File: src/rtl/lbc_pkg.sv
// shared constants and types for the linear block code codec
`timescale 1ns / 1ps

package lbc_pkg;

    localparam int MESSAGE_LENGTH = 5;
    localparam int CODE_LENGTH = 9;
    localparam logic [63:0] PARITY_MATRIX_RESET = 64'd375907;

    localparam int STATUS_WIDTH = 2;

    typedef enum logic [STATUS_WIDTH-1:0] {
        STATUS_OK            = 2'd0,
        STATUS_CORRECTED     = 2'd1,
        STATUS_UNCORRECTABLE = 2'd2
    } t_status;

    typedef enum logic {
        CMD_ENCODE = 1'b0,
        CMD_DECODE = 1'b1
    } t_command;

endpackage

File: src/rtl/lbc_parity.sv
// first stage: word selection and parity recomputed from the message bits
`timescale 1ns / 1ps

module lbc_parity #(
    parameter int MESSAGE_LENGTH = lbc_pkg::MESSAGE_LENGTH,
    parameter int CODE_LENGTH = lbc_pkg::CODE_LENGTH
) (
    input  logic                        i_clk,
    input  logic                        i_rst_n,
    input  logic                        i_valid,
    output logic                        o_ready,
    input  lbc_pkg::t_command           i_command,
    input  logic [MESSAGE_LENGTH-1:0]   i_message,
    input  logic [CODE_LENGTH-1:0]      i_received,
    input  logic [MESSAGE_LENGTH*(CODE_LENGTH-MESSAGE_LENGTH)-1:0] i_matrix,
    output logic                        o_valid,
    input  logic                        i_ready,
    output lbc_pkg::t_command           o_command,
    output logic [CODE_LENGTH-1:0]      o_word,
    output logic [CODE_LENGTH-MESSAGE_LENGTH-1:0] o_parity
);

    localparam int PARITY_LENGTH = CODE_LENGTH - MESSAGE_LENGTH;

    logic                      r_valid;
    lbc_pkg::t_command         r_command;
    logic [CODE_LENGTH-1:0]    r_word;
    logic [PARITY_LENGTH-1:0]  r_parity;
    logic [CODE_LENGTH-1:0]    n_word;
    logic [PARITY_LENGTH-1:0]  n_parity;
    logic [MESSAGE_LENGTH-1:0] msg;

    assign o_ready = !r_valid || i_ready;

    always_comb begin
        if (i_command == lbc_pkg::CMD_ENCODE) begin
            msg    = i_message;
            n_word = {i_message, {PARITY_LENGTH{1'b0}}};
        end else begin
            msg    = i_received[CODE_LENGTH-1:PARITY_LENGTH];
            n_word = i_received;
        end
        n_parity = '0;
        for (int r = 0; r < MESSAGE_LENGTH; r++) begin
            if (msg[MESSAGE_LENGTH-1-r]) begin
                n_parity = n_parity ^ i_matrix[(MESSAGE_LENGTH-1-r)*PARITY_LENGTH +: PARITY_LENGTH];
            end
        end
    end

    always_ff @(posedge i_clk) begin
        if (!i_rst_n) begin
            r_valid <= 1'b0;
        end else if (o_ready) begin
            r_valid <= i_valid;
        end
        if (o_ready && i_valid) begin
            r_command <= i_command;
            r_word    <= n_word;
            r_parity  <= n_parity;
        end
    end

    assign o_valid   = r_valid;
    assign o_command = r_command;
    assign o_word    = r_word;
    assign o_parity  = r_parity;

endmodule

File: src/rtl/lbc_syndrome.sv
// second stage: syndrome and match against every row of the check matrix
`timescale 1ns / 1ps

module lbc_syndrome #(
    parameter int MESSAGE_LENGTH = lbc_pkg::MESSAGE_LENGTH,
    parameter int CODE_LENGTH = lbc_pkg::CODE_LENGTH
) (
    input  logic                        i_clk,
    input  logic                        i_rst_n,
    input  logic                        i_valid,
    output logic                        o_ready,
    input  lbc_pkg::t_command           i_command,
    input  logic [CODE_LENGTH-1:0]      i_word,
    input  logic [CODE_LENGTH-MESSAGE_LENGTH-1:0] i_parity,
    input  logic [MESSAGE_LENGTH*(CODE_LENGTH-MESSAGE_LENGTH)-1:0] i_matrix,
    output logic                        o_valid,
    input  logic                        i_ready,
    output lbc_pkg::t_command           o_command,
    output logic [CODE_LENGTH-1:0]      o_word,
    output logic                        o_syndrome_nz,
    output logic [CODE_LENGTH-1:0]      o_match
);

    localparam int PARITY_LENGTH = CODE_LENGTH - MESSAGE_LENGTH;

    logic                     r_valid;
    lbc_pkg::t_command        r_command;
    logic [CODE_LENGTH-1:0]   r_word;
    logic                     r_syndrome_nz;
    logic [CODE_LENGTH-1:0]   r_match;
    logic [CODE_LENGTH-1:0]   n_word;
    logic [CODE_LENGTH-1:0]   n_match;
    logic [PARITY_LENGTH-1:0] syndrome;

    assign o_ready = !r_valid || i_ready;

    // bit i of the match vector stands for position i+1
    always_comb begin
        syndrome = i_parity ^ i_word[PARITY_LENGTH-1:0];
        if (i_command == lbc_pkg::CMD_ENCODE) begin
            n_word = {i_word[CODE_LENGTH-1:PARITY_LENGTH], i_parity};
        end else begin
            n_word = i_word;
        end
        for (int i = 0; i < CODE_LENGTH; i++) begin
            if (i < MESSAGE_LENGTH) begin
                n_match[i] = i_matrix[(MESSAGE_LENGTH-1-i)*PARITY_LENGTH +: PARITY_LENGTH]
                             == syndrome;
            end else begin
                n_match[i] = (PARITY_LENGTH'(1) << (CODE_LENGTH-1-i)) == syndrome;
            end
        end
    end

    always_ff @(posedge i_clk) begin
        if (!i_rst_n) begin
            r_valid <= 1'b0;
        end else if (o_ready) begin
            r_valid <= i_valid;
        end
        if (o_ready && i_valid) begin
            r_command     <= i_command;
            r_word        <= n_word;
            r_syndrome_nz <= |syndrome;
            r_match       <= n_match;
        end
    end

    assign o_valid       = r_valid;
    assign o_command     = r_command;
    assign o_word        = r_word;
    assign o_syndrome_nz = r_syndrome_nz;
    assign o_match       = r_match;

endmodule

File: src/rtl/lbc_correct.sv
// third stage: lowest matching position, bit flip and status, output register
`timescale 1ns / 1ps

module lbc_correct #(
    parameter int MESSAGE_LENGTH = lbc_pkg::MESSAGE_LENGTH,
    parameter int CODE_LENGTH = lbc_pkg::CODE_LENGTH,
    parameter int POSITION_WIDTH = $clog2(CODE_LENGTH + 1)
) (
    input  logic                        i_clk,
    input  logic                        i_rst_n,
    input  logic                        i_valid,
    output logic                        o_ready,
    input  lbc_pkg::t_command           i_command,
    input  logic [CODE_LENGTH-1:0]      i_word,
    input  logic                        i_syndrome_nz,
    input  logic [CODE_LENGTH-1:0]      i_match,
    output logic                        o_valid,
    input  logic                        i_ready,
    output logic [CODE_LENGTH-1:0]      o_codeword,
    output logic [MESSAGE_LENGTH-1:0]   o_message,
    output lbc_pkg::t_status            o_status,
    output logic [POSITION_WIDTH-1:0]   o_position
);

    localparam int PARITY_LENGTH = CODE_LENGTH - MESSAGE_LENGTH;

    logic                      r_valid;
    logic [CODE_LENGTH-1:0]    r_codeword;
    lbc_pkg::t_status          r_status;
    logic [POSITION_WIDTH-1:0] r_position;
    logic [CODE_LENGTH-1:0]    n_codeword;
    lbc_pkg::t_status          n_status;
    logic [POSITION_WIDTH-1:0] n_position;
    logic [CODE_LENGTH-1:0]    flip;
    logic [POSITION_WIDTH-1:0] found_pos;
    logic                      found;

    assign o_ready = !r_valid || i_ready;

    always_comb begin
        found     = 1'b0;
        found_pos = '0;
        flip      = '0;
        // scan downwards so the lowest matching position wins
        for (int i = CODE_LENGTH - 1; i >= 0; i--) begin
            if (i_match[i]) begin
                found     = 1'b1;
                found_pos = POSITION_WIDTH'(i + 1);
                flip      = CODE_LENGTH'(1) << (CODE_LENGTH-1-i);
            end
        end
        n_codeword = i_word;
        n_status   = lbc_pkg::STATUS_OK;
        n_position = '0;
        if (i_command == lbc_pkg::CMD_DECODE && i_syndrome_nz) begin
            if (found) begin
                n_codeword = i_word ^ flip;
                n_status   = lbc_pkg::STATUS_CORRECTED;
                n_position = found_pos;
            end else begin
                n_status   = lbc_pkg::STATUS_UNCORRECTABLE;
            end
        end
    end

    always_ff @(posedge i_clk) begin
        if (!i_rst_n) begin
            r_valid <= 1'b0;
        end else if (o_ready) begin
            r_valid <= i_valid;
        end
        if (o_ready && i_valid) begin
            r_codeword <= n_codeword;
            r_status   <= n_status;
            r_position <= n_position;
        end
    end

    assign o_valid    = r_valid;
    assign o_codeword = r_codeword;
    assign o_message  = r_codeword[CODE_LENGTH-1:PARITY_LENGTH];
    assign o_status   = r_status;
    assign o_position = r_position;

endmodule

File: src/rtl/linear_block_code_codec.sv
// top level of the systematic linear block encoder and single-error decoder
//
//  port group      dir  contents
//  s_axis_*        in   request: tuser command, tdata message_in / received_in
//  m_axis_*        out  result: tdata codeword / message / status / position
//  i_cfg_*         in   parity matrix write, no read-back
//
// one request per cycle sustained while m_axis_tready holds high; the parity,
// syndrome and correction stages are each a register stage
// synchronous active-low reset clears all stage valids and loads the
// default parity matrix
// a stall on m_axis_tready holds the full stages from the output back to the first empty one; empty stages keep filling
`timescale 1ns / 1ps

module linear_block_code_codec #(
    parameter int MESSAGE_LENGTH = lbc_pkg::MESSAGE_LENGTH,
    parameter int CODE_LENGTH = lbc_pkg::CODE_LENGTH,
    parameter int MATRIX_BITS = MESSAGE_LENGTH * (CODE_LENGTH - MESSAGE_LENGTH),
    parameter int POSITION_WIDTH = $clog2(CODE_LENGTH + 1),
    parameter int IN_DATA_WIDTH = ((MESSAGE_LENGTH + CODE_LENGTH + 7) / 8) * 8,
    parameter int OUT_DATA_WIDTH =
        ((CODE_LENGTH + MESSAGE_LENGTH + lbc_pkg::STATUS_WIDTH + POSITION_WIDTH + 7) / 8) * 8
) (
    input  logic                      i_clk,
    input  logic                      i_rst_n,
    input  logic                      s_axis_tvalid,
    output logic                      s_axis_tready,
    // message_in, received_in, zero padding
    input  logic [IN_DATA_WIDTH-1:0]  s_axis_tdata,
    // command
    input  logic                      s_axis_tuser,
    output logic                      m_axis_tvalid,
    input  logic                      m_axis_tready,
    // codeword_out, message_out, status, error_position, zero padding
    output logic [OUT_DATA_WIDTH-1:0] m_axis_tdata,
    input  logic                      i_cfg_we,
    input  logic [MATRIX_BITS-1:0]    i_cfg_wdata
);

    localparam int PARITY_LENGTH = CODE_LENGTH - MESSAGE_LENGTH;
    localparam logic [MATRIX_BITS-1:0] MATRIX_RESET =
        MATRIX_BITS'(lbc_pkg::PARITY_MATRIX_RESET);

    logic [MATRIX_BITS-1:0] r_parity_matrix;

    lbc_pkg::t_command         in_command;
    logic                      s1_valid;
    logic                      s1_ready;
    lbc_pkg::t_command         s1_command;
    logic [CODE_LENGTH-1:0]    s1_word;
    logic [PARITY_LENGTH-1:0]  s1_parity;
    logic                      s2_valid;
    logic                      s2_ready;
    lbc_pkg::t_command         s2_command;
    logic [CODE_LENGTH-1:0]    s2_word;
    logic                      s2_syndrome_nz;
    logic [CODE_LENGTH-1:0]    s2_match;
    logic [CODE_LENGTH-1:0]    out_codeword;
    logic [MESSAGE_LENGTH-1:0] out_message;
    lbc_pkg::t_status          out_status;
    logic [POSITION_WIDTH-1:0] out_position;

    always_ff @(posedge i_clk) begin
        if (!i_rst_n) begin
            r_parity_matrix <= MATRIX_RESET;
        end else if (i_cfg_we) begin
            r_parity_matrix <= i_cfg_wdata;
        end
    end

    assign in_command = lbc_pkg::t_command'(s_axis_tuser);

    lbc_parity #(
        .MESSAGE_LENGTH (MESSAGE_LENGTH),
        .CODE_LENGTH    (CODE_LENGTH)
    ) u_parity (
        .i_clk      (i_clk),
        .i_rst_n    (i_rst_n),
        .i_valid    (s_axis_tvalid),
        .o_ready    (s_axis_tready),
        .i_command  (in_command),
        .i_message  (s_axis_tdata[MESSAGE_LENGTH-1:0]),
        .i_received (s_axis_tdata[MESSAGE_LENGTH +: CODE_LENGTH]),
        .i_matrix   (r_parity_matrix),
        .o_valid    (s1_valid),
        .i_ready    (s1_ready),
        .o_command  (s1_command),
        .o_word     (s1_word),
        .o_parity   (s1_parity)
    );

    lbc_syndrome #(
        .MESSAGE_LENGTH (MESSAGE_LENGTH),
        .CODE_LENGTH    (CODE_LENGTH)
    ) u_syndrome (
        .i_clk         (i_clk),
        .i_rst_n       (i_rst_n),
        .i_valid       (s1_valid),
        .o_ready       (s1_ready),
        .i_command     (s1_command),
        .i_word        (s1_word),
        .i_parity      (s1_parity),
        .i_matrix      (r_parity_matrix),
        .o_valid       (s2_valid),
        .i_ready       (s2_ready),
        .o_command     (s2_command),
        .o_word        (s2_word),
        .o_syndrome_nz (s2_syndrome_nz),
        .o_match       (s2_match)
    );

    lbc_correct #(
        .MESSAGE_LENGTH (MESSAGE_LENGTH),
        .CODE_LENGTH    (CODE_LENGTH),
        .POSITION_WIDTH (POSITION_WIDTH)
    ) u_correct (
        .i_clk         (i_clk),
        .i_rst_n       (i_rst_n),
        .i_valid       (s2_valid),
        .o_ready       (s2_ready),
        .i_command     (s2_command),
        .i_word        (s2_word),
        .i_syndrome_nz (s2_syndrome_nz),
        .i_match       (s2_match),
        .o_valid       (m_axis_tvalid),
        .i_ready       (m_axis_tready),
        .o_codeword    (out_codeword),
        .o_message     (out_message),
        .o_status      (out_status),
        .o_position    (out_position)
    );

    assign m_axis_tdata = OUT_DATA_WIDTH'({out_position, out_status, out_message, out_codeword});

`ifndef NO_ASSERTIONS
    a_reset_empties: assert property (@(posedge i_clk)
        !i_rst_n |=> !m_axis_tvalid)
        else $error("result valid after reset");

    a_corrected_has_pos: assert property (@(posedge i_clk) disable iff (!i_rst_n)
        m_axis_tvalid && out_status == lbc_pkg::STATUS_CORRECTED |-> out_position != '0)
        else $error("corrected result without position");

    a_pos_only_corrected: assert property (@(posedge i_clk) disable iff (!i_rst_n)
        m_axis_tvalid && out_status != lbc_pkg::STATUS_CORRECTED |-> out_position == '0)
        else $error("position given without correction");

    a_message_in_word: assert property (@(posedge i_clk) disable iff (!i_rst_n)
        m_axis_tvalid |-> out_message == out_codeword[CODE_LENGTH-1:PARITY_LENGTH])
        else $error("message does not match codeword");
`endif

endmodule

File: config.mk
export PLATFORM = sky130hd
export DESIGN_NAME = linear_block_code_codec
export DESIGN_NICKNAME = d
export VERILOG_FILES = /design/src/rtl/lbc_pkg.sv /design/src/rtl/lbc_parity.sv /design/src/rtl/lbc_syndrome.sv /design/src/rtl/lbc_correct.sv /design/src/rtl/linear_block_code_codec.sv
export SDC_FILE = /design/constraint.sdc
export NUM_CORES = 1
export LEC_CHECK = 0
export BUFFER_PORTS_ARGS = -buffer_cell sky130_fd_sc_hd__clkbuf_2
export CAP_MARGIN = 40
export CORE_MARGIN = 8
export CORE_UTILIZATION = 45
export DETAILED_ROUTE_END_ITERATION = 7
export PLACE_DENSITY = 0.68
export SYNTH_ARGS = -nofsm -noshare
export SYNTH_HDL_FRONTEND = slang
export SYNTH_SLANG_ARGS = --single-unit
File: constraint.sdc
create_clock -name i_clk -period 2.6 [get_ports i_clk]
set_input_delay 0 -clock i_clk [delete_from_list [all_inputs] [get_ports i_clk]]
set_output_delay 0 -clock i_clk [all_outputs]
set_load 0.1 [all_outputs]
==> results of run 1 <==
report_power, final:
part | leakage (nW) | internal, mW | switching, mW
combinational | 0.868 | 0.242 | 0.315
clock | 0.0937 | 0.438 | 0.396
sequential | 0.658 | 1.32 | 0.0594
sequential cells by signal (all words and copies together) (netlist names):
name,cells
r_parity_matrix,20
u_correct.o_codeword,9
u_correct.o_position,4
u_correct.o_status,2
u_correct.o_valid,1
u_parity.o_command,1
u_parity.o_parity,4
u_parity.o_valid,1
u_parity.o_word,9
u_syndrome.o_command,1
u_syndrome.o_match,9
u_syndrome.o_syndrome_nz,1
u_syndrome.o_valid,1
u_syndrome.o_word,9
area by class of cell:
| type | count | area [µm²] |
|---|---|---|
| Multi-Input combinational cell | 177 | 1280 |
| Fill cell | 598 | 3060 |
| Tap cell | 99 | 124 |
| Clock buffer | 10 | 128 |
| Inverter | 3 | 11.3 |
| Timing Repair Buffer | 89 | 578 |
| Sequential cell | 72 | 1930 |
| Clock inverter | 6 | 60.1 |
per-stage QoR:
step	total power [mW]	utilization, %	hold slack [ps]
finish	2.77	57.3	35.0
global route	2.90	57.3	15.5
CTS	2.80	57.3	14.8
detailed placement	1.94	51.2	223
global placement	1.93	51.1	214
floorplan	1.83	-	98.9
metal layers:
metal | share of wire (%) | global-route usage, % | wire, µm
met4 | 1.3 | 6.19 | 79
met5 | 0 | 0 | 0
met1 | 42 | 14.3 | 2520
met3 | 7.0 | 3.71 | 420
met2 | 50 | 20.7 | 2980
cells in the final DEF, fill, tap and decap left out, types with 4 or more instances in the layout:
master and n:
nor4_1 7, xor2_1 6, dlygate4sd3_1 25, and2_2 4
nor2b_1 13, xnor2_1 40, clkbuf_2 61, mux2i_1 20
a21oi_1 4, clkbuf_8 9, nand2_1 37, conb_1 4
nor2_1 5, mux2_2 7, dfxtp_1 23, edfxtp_1 49
nand3_1 6, xnor2_2 4
cells by family after synthesis:
group	count (synthesis)	synth area share (%)
other cells	1	0.113
compound gates	12	2.35
flops	72	58.4
simple gates	82	12.4
mux	29	9.35
xor+xnor	50	14.2
buf+inv	17	3.25
repair_timing:
action	in CTS	in global routing
hold endpoints to repair	25	0
hold buffers	25	0
setup buffers	0	0
final timing paths:
path | end | start | slack [ps] | depth (start not counted)
worst max-delay path | u_correct.o_codeword[2]$_DFFE_PP_ | u_syndrome.o_match[0]$_DFFE_PP_ | 750 | 5
worst min-delay path | u_parity.o_word[7]$_DFFE_PP_ | s_axis_tdata[12] | 40 | 2
worst max register to register | u_correct.o_codeword[2]$_DFFE_PP_ | u_syndrome.o_match[0]$_DFFE_PP_ | 750 | 5
worst min register to register | u_syndrome.o_word[7]$_DFFE_PP_ | u_parity.o_word[7]$_DFFE_PP_ | 420 | 0
critical path, stage by stage (launching register included):
cell,delay (ps)
edfxtp_1,390
inv_1,120
nand3_1,150
nor3_1,560
nand4b_1,230
xnor2_1,170
==> run metrics, run 1 <==
status complete, no violations; latest clock arrival within the worst-skew pair 330 ps; Startpoint Class flop; most area-hungry cell type in the Yosys netlist edfxtp_1; flops & latches, synth 72; CTS tree yes; layout cells sized above 1 26.6%; Iteration-0 DRC Markers 45; CTS H-tree lvls 3; setup TNS 0 ps; non-filler cells, final 456; Synth top cells by count 49 x edfxtp_1, 40 x xnor2_1, 37 x nand2_1; DRC 0; die outline area 10,300 µm²; count of final setup violators 0; vias in the first global route 2,133; Cells after Synth 263; Synth area leaders edfxtp_1 44%, dfxtp_1 14%, xnor2_1 11%, mux2i_1 6.1%, nand2_1 4.2%; Die X-Extent 102 µm; Sink Count 72; relative slew slack ~45%; WL per Instance 13.2 µm; max_cap viols 0; slew of the pin with the lowest slew margin ~820 ps; Reg clk slew, reported paths 80 ps; Leak Pwr 1.62 nW; drt pass-1 iters 4; Hold Crit Class input pin to flop; Final nets about 400; post-synth top area share about 44%; pre-CTS setup slack roughly 750 ps; max-slew violations 0; critical path fanouts, max 7; Final Cell Area 4110 µm²; Post-CTS Resized 0; number of warning messages in the yosys log 0; Vias ~2,100; Placer Congestion 0.802; final worst path period need 1850 ps; Post-Syn Area 3310 µm²; num ports roughly 70; final setup margin 752 ps; area grow syn2layout 24.3%; Post-Syn Area per Cell 12.6 µm²; # port buffers 61; fmax roughly 540 MHz; sequential-to-total area share from yosys stat 58.4%; first-pass GRT wire length about 9900 µm; Die H 102 µm; Inserted Clock Buffers 9; initial antenna violation count 0; all-layer global routing usage between 10% and 20%; Antenna Cells 0; gr ovfl total 0; Antenna Nets Post-Route 0; PwrDens between 600 and 700 nW/µm²; asr flop ratio synth 0%; Netlist cell types 32; most common cell in the synthesized netlist edfxtp_1; Worst setup EP type flop; RSZ-0062 raised after global routing no; starting density of the core 46.1%; dpl hpwl 4450 µm; Hold Vio Cnt, Final 0; VDD IR max approximately 0.41 mV; DR vias/cell 4.64; worst setup path class flop to flop; CTS Root Cell clkbuf_8; row count 31; number of flops mapped to enable cells by yosys 49; Post-synth top flop edfxtp_1; pin count of the biggest net entering global routing 24; CTS Buffer Depth 2; Cells after DPL ~420; crit share post-route 71.1%; DRT Wirelength approximately 6000 µm; WP data arrival 1940 ps; Core ar. 7180 µm²; Worst EP required around 2700 ps; Fin Clk Skew just over 9 ps; Post-DP Area 3670 µm²
Note: power is estimated with default switching activity, not from simulation.
==> inputs of run 2 (changes only) <==
==> constraint.sdc (replaced) <==
create_clock -name i_clk -period 1.9 [get_ports i_clk]
set_input_delay 0 -clock i_clk [delete_from_list [all_inputs] [get_ports i_clk]]
set_output_delay 0 -clock i_clk [all_outputs]
set_load 0.1 [all_outputs]
==> run metrics, run 2 (synthesis gave the netlist of run 1 again) <==
Vias 2,170 (was 2,114); slew of the pin with the lowest slew margin 636 ps (was 818 ps); critical path's slowest cell edfxtp_1 (was nor3_1); R2R Setup Slk 340 ps (was 750 ps); max_cap viols 0 (unchanged); Psw 1.10 mW (was 0.770 mW); num ports 68 (unchanged); layout cells sized above 1 29.1% (was 26.6%); max reg flops 20 (unchanged); CTS Buffer Depth 2 (unchanged); max-slew violations 0 (unchanged); Iteration-0 DRC Markers 55 (was 45); vias in the first global route 2,109 (was 2,133); Int Pwr 2.92 mW (was 2.00 mW); first-pass GRT wire length 10,300 µm (was 9900 µm); initial antenna violation count 0 (unchanged); gr ovfl total 0 (unchanged); relative slew slack 57.6% (was 44.9%); worst setup path start u_syndrome.o_match[0]$_DFFE_PP_ (unchanged); peak per-stage delay on the critical path 400 ps (was 560 ps); Die X-Extent 102 µm (unchanged); # port buffers 61 (unchanged); CTS Root Cell clkbuf_8 (unchanged); most frequent cells in the layout 61 x clkbuf_2, 49 x edfxtp_1, 40 x xnor2_1, 37 x nand2_1, 28 x dlygate4sd3_1 (was 61 x clkbuf_2, 49 x edfxtp_1, 40 x xnor2_1, 37 x nand2_1, 25 x dlygate4sd3_1); Reg clk slew, reported paths 80 ps (about the same); Post-CTS Setup Inserts 0 (unchanged); cells on worst reg2reg path 6 (was 5); drt pass-1 iters 4 (unchanged); worst reg2reg endpoint u_correct.o_codeword[2]$_DFFE_PP_ (unchanged); clock network fraction of total power 32.7% (was 30.1%); Die H 102 µm (unchanged); WL per Instance 13.4 µm (was 13.2 µm); WP data arrival 1660 ps (was 1940 ps); most common cell after layout, fill and taps aside clkbuf_2 (unchanged); latest clock arrival within the worst-skew pair 340 ps (was 330 ps); pin count of the biggest net entering global routing 24 (unchanged); Sw Ratio 27.4% (was 27.8%); all-layer global routing usage 13.3% (was 12.5%); DR vias/cell 4.65 (was 4.64); critical-path cell list inv_1 -> nand3_1 -> nor3_1 -> buf_4 -> nand4b_1 -> xnor2_1 (was inv_1 -> nand3_1 -> nor3_1 -> nand4b_1 -> xnor2_1); Core ar. 7180 µm² (unchanged); Placer Congestion 0.815 (was 0.802); status complete, no violations (unchanged); FILL cells 559 (was 598); die outline area 10,300 µm² (unchanged); DRT Wirelength 6260 µm (was 6000 µm); row count 31 (unchanged); Fin Clk Skew 6.59 ps (was 9.23 ps); Hold Crit Class input pin to flop (unchanged); VDD IR max 0.497 mV (was 0.409 mV); final worst path period need 1560 ps (was 1850 ps); fmax 643 MHz (was 541 MHz); worst setup path class flop to flop (unchanged); count of final setup violators 0 (unchanged); PwrDens 948 nW/µm² (was 674 nW/µm²); Leak Pwr 1.69 nW (was 1.62 nW); Hold Vio Cnt, Final 0 (unchanged); crit share post-route 81.9% (was 71.1%); Worst setup EP type flop (unchanged); Final nets 405 (was 394); sequential power share 47.0% (was 49.8%); Post-CTS Resized 0 (unchanged); Antenna Nets Post-Route 0 (unchanged); hold_ws 32.1 ps (was 35.0 ps); Startpoint Class flop (unchanged); Post-DP Area 3750 µm² (was 3670 µm²); Antenna Cells 0 (unchanged); Sink Count 72 (unchanged); DRC 0 (unchanged); CTS tree yes (unchanged); Largest Register r_parity_matrix (unchanged); Inserted Clock Buffers 9 (unchanged); Final Cell Area 4250 µm² (was 4110 µm²); Worst setup endpoint u_correct.o_codeword[2]$_DFFE_PP_ (unchanged); CTS H-tree lvls 3 (unchanged); dpl hpwl 4540 µm (was 4450 µm); critical path fanouts, max 7 (unchanged); Critical R2R Launch u_syndrome.o_match[0]$_DFFE_PP_ (unchanged); area grow syn2layout 28.4% (was 24.3%); RSZ-0062 raised after global routing no (unchanged); Logic pwr share 20.3% (was 20.1%); Worst EP required 2000 ps (was 2690 ps); starting density of the core 46.1% (unchanged)
## run 2: worst min path at each step
stage	slack (ps)	from	to	cells past startpoint
finish	30	s_axis_tdata[9]	u_parity.o_word[4]$_DFFE_PP_	2
global route	10	s_axis_tdata[9]	u_parity.o_word[4]$_DFFE_PP_	2
CTS	0.7	s_axis_tdata[3]	u_parity.o_word[7]$_DFFE_PP_	2
detailed placement	220	i_cfg_wdata[13]	r_parity_matrix[13]$_SDFFE_PN1P_	3
global placement	210	i_cfg_wdata[18]	r_parity_matrix[18]$_SDFFE_PN1P_	3
floorplan	100	s_axis_tuser	u_parity.o_command$_DFFE_PP_	0
## run 2: timing repair
item,CTS,global route
endpoints found under the setup margin,0,0
endpoints found under the hold margin,27,1
hold buffers,27,1
## run 2: power by group through the flow
stage	clock, mW	sequential [mW]	combinational (mW)
after detailed placement	0	1.93	0.772
final	1.32	1.89	0.819
after floorplan	0	1.98	0.526
after CTS	1.34	1.89	0.819
after global placement	0	1.92	0.758
after global routing	1.42	1.90	0.886
## run 2: area by class of cell
cell class              instances  area [µm²]  share of cell area, %
multi-input cells             177        1290                   30.3
inverters                       3        11.3                  0.265
clock inverters                 7        93.8                   2.21
clock buffers                   9         124                   2.92
flip-flops and latches         72        1930                   45.5
well taps                      99         124                   2.92
repair buffers                100         672                   15.8
## run 2: stage by stage
step / std cells / util [%] / TNS (ps) / power [mW] / worst slack (ps)
detailed placement: 423 / 52.2 / 0 / 2.70 / 356
global route: 467 / 59.2 / 0 / 4.21 / 234
floorplan: 266 / - / -832 / 2.51 / -69.2
CTS: 466 / 59.0 / 0 / 4.05 / 343
finish: 467 / 59.2 / 0 / 4.02 / 345
global placement: 421 / 52.0 / 0 / 2.68 / 184
## run 2: layer usage
layer | track usage, % | vias to the layer above | part of all wire, %
met1 | 15.2 | 998 | 42
met5 | 0 | - | 0
met2 | 21.9 | 63 | 51
li1 | - | 1105 | -
met3 | 4.40 | 4 | 6.6
met4 | 6.53 | 0 | 0.85
## run 2: critical path: cells and delay by family, from the launching register on
kind	cells	cell delay (ps)
xor+xnor	1	150
simple gates	3	460
flops	1	400
buf+inv	2	300
==> inputs of run 3 (changes only) <==
--- a/config.mk
+++ b/config.mk
@@ -10,7 +10,7 @@
 export CORE_MARGIN = 8
 export CORE_UTILIZATION = 45
 export DETAILED_ROUTE_END_ITERATION = 7
-export PLACE_DENSITY = 0.68
+export PLACE_DENSITY = 0.7
 export SYNTH_ARGS = -nofsm -noshare
 export SYNTH_HDL_FRONTEND = slang
 export SYNTH_SLANG_ARGS = --single-unit
==> constraint.sdc (replaced) <==
create_clock -name i_clk -period 1.3 [get_ports i_clk]
set_input_delay 0 -clock i_clk [delete_from_list [all_inputs] [get_ports i_clk]]
set_output_delay 0 -clock i_clk [all_outputs]
set_load 0.1 [all_outputs]
==> run metrics, run 3 (synthesis gave the netlist of run 1 again) <==
status complete, but fails checks (was complete, no violations); violated checks negative setup slack; peak per-stage delay on the critical path 470 ps (was 400 ps); Worst setup EP type flop (unchanged); final setup margin -119 ps (was 345 ps); Die X-Extent 102 µm (unchanged); relative slew slack 63.7% (was 57.6%); PwrDens 1270 nW/µm² (was 948 nW/µm²); worst reg2reg endpoint u_syndrome.o_match[3]$_DFFE_PP_ (was u_correct.o_codeword[2]$_DFFE_PP_); CTS Root Cell clkbuf_8 (unchanged); CP delay by family, top flip-flops (was simple AND/OR/NAND/NOR gates); Antenna Cells 0 (unchanged); dpl hpwl 5160 µm (was 4540 µm); # port buffers 61 (unchanged); DRT Wirelength 6980 µm (was 6260 µm); VDD IR max 0.709 mV (was 0.497 mV); Vias 2,332 (was 2,170); Worst EP required 1440 ps (was 2000 ps); all-layer global routing usage 13.3% (about the same); final worst path period need 1420 ps (was 1560 ps); critical path's slowest cell edfxtp_1 (unchanged); Final Cell Area 4810 µm² (was 4250 µm²); DR vias/cell 4.66 (was 4.65); Hold Crit Class input pin to flop (unchanged); most frequent cells in the layout 60 x clkbuf_2, 49 x edfxtp_1, 36 x xnor2_1, 35 x buf_4, 34 x nand2_1 (was 61 x clkbuf_2, 49 x edfxtp_1, 40 x xnor2_1, 37 x nand2_1, 28 x dlygate4sd3_1); vias in the first global route 2,253 (was 2,109); Die H 102 µm (unchanged); starting density of the core 46.1% (unchanged); WP depth 3 (was 6); R2R Setup Slk -120 ps (was 340 ps); worst setup path start u_parity.o_parity[2]$_DFFE_PP_ (was u_syndrome.o_match[0]$_DFFE_PP_); Critical R2R Launch u_parity.o_parity[2]$_DFFE_PP_ (was u_syndrome.o_match[0]$_DFFE_PP_); Post-DP Area 4070 µm² (was 3750 µm²); first-pass GRT wire length 10,600 µm (was 10,300 µm); CP bufs+invs 0 (was 2); slew of the pin with the lowest slew margin 546 ps (was 636 ps); Startpoint Class flop (unchanged); pin count of the biggest net entering global routing 24 (unchanged); gr ovfl total 0 (unchanged); Largest Register r_parity_matrix (unchanged); die outline area 10,300 µm² (unchanged); crit share post-route 109% (was 81.9%); max reg flops 20 (unchanged); WL per Instance 14.0 µm (was 13.4 µm); Reg clk slew, reported paths 70 ps (was 80 ps); Final nets 438 (was 405); critical-path cell list xnor2_4 -> xnor2_1 -> nor4_1 (was inv_1 -> nand3_1 -> nor3_1 -> buf_4 -> nand4b_1 -> xnor2_1); DRC 0 (unchanged); worst setup path class flop to flop (unchanged); max_cap viols 0 (unchanged); row count 31 (unchanged); layout cells sized above 1 43.4% (was 29.1%); count of final setup violators 12 (was 0); max-slew violations 0 (unchanged); fmax 705 MHz (was 643 MHz); Core ar. 7180 µm² (unchanged); Placer Congestion 0.819 (was 0.815); drt pass-1 iters 4 (unchanged); CTS Buffer Depth 2 (unchanged); Inserted Clock Buffers 9 (unchanged); Antenna Nets Post-Route 0 (unchanged); critical path fanouts, max 6 (was 7); Worst setup endpoint u_syndrome.o_match[3]$_DFFE_PP_ (was u_correct.o_codeword[2]$_DFFE_PP_); hold_ws 33.4 ps (was 32.1 ps); pre-CTS setup slack -189 ps (was 356 ps); CTS tree yes (unchanged); CTS H-tree lvls 3 (unchanged); most common cell after layout, fill and taps aside clkbuf_2 (unchanged); WP data arrival 1560 ps (was 1660 ps); Leak Pwr 1.95 nW (was 1.69 nW); Sink Count 72 (unchanged); num ports 68 (unchanged); Hold Vio Cnt, Final 0 (unchanged); Final Power 6.11 mW (was 4.02 mW); Iteration-0 DRC Markers 96 (was 55); FILL cells 516 (was 559); final core area utilization 67.1% (was 59.2%); latest clock arrival within the worst-skew pair 340 ps (about the same); cells on worst reg2reg path 3 (was 6); area grow syn2layout 45.5% (was 28.4%); RSZ-0062 raised after global routing yes (was no); Fin Clk Skew 7.00 ps (was 6.59 ps); initial antenna violation count 0 (unchanged)
-- run 3: per-stage QoR --
stage	TNS [ps]	cells
after floorplan	-6270	266
after CTS	-1150	489
after detailed placement	-1610	446
final	-733	500
after global placement	-597	446
after global routing	-1750	500
-- run 3: layer usage --
metal	vias to the layer above	track usage [%]	part of all wire (%)
li1	1171	-	-
met1	1083	14.7	41
met2	66	23.6	52
met3	12	3.57	5.6
met4	0	5.50	1.4
met5	-	0	0
-- run 3: what timing repair did --
action                                 in CTS  in global routing
pin swaps                                  14                 17
hold buffers                               25                  0
resized for setup                          11                 25
setup endpoints to repair                  16                 35
endpoints found under the hold margin      25                  0
buffers inserted                            2                 13
-- run 3: worst min-delay path by stage --
| stage | end | slack (ps) | start | depth (start not counted) |
|---|---|---|---|---|
| after floorplan | u_parity.o_command$_DFFE_PP_ | 100 | s_axis_tuser | 0 |
| after global placement | r_parity_matrix[1]$_SDFFE_PN1P_ | 220 | i_cfg_wdata[1] | 3 |
| after detailed placement | r_parity_matrix[12]$_SDFFE_PN1P_ | 220 | i_cfg_wdata[12] | 3 |
| after CTS | u_parity.o_word[7]$_DFFE_PP_ | 10 | s_axis_tdata[12] | 2 |
| after global routing | u_parity.o_word[7]$_DFFE_PP_ | 20 | s_axis_tdata[12] | 2 |
| final | u_parity.o_word[7]$_DFFE_PP_ | 30 | s_axis_tdata[12] | 2 |
-- run 3: where the power goes --
group	switching [mW]	leakage, nW	internal (mW)
combinational	0.798	1.19	0.811
sequential	0.131	0.659	2.64
clock	0.789	0.103	0.939
-- run 3: cell type report --
type	instances	area [µm²]	share of cell area, %
clock inverter	5	57.6	1.20
timing repair buffer	133	1020	21.1
clock buffer	11	141	2.94
multi-input combinational	177	1520	31.7
inverter	3	11.3	0.234
sequential	72	1940	40.2
tap	99	124	2.57
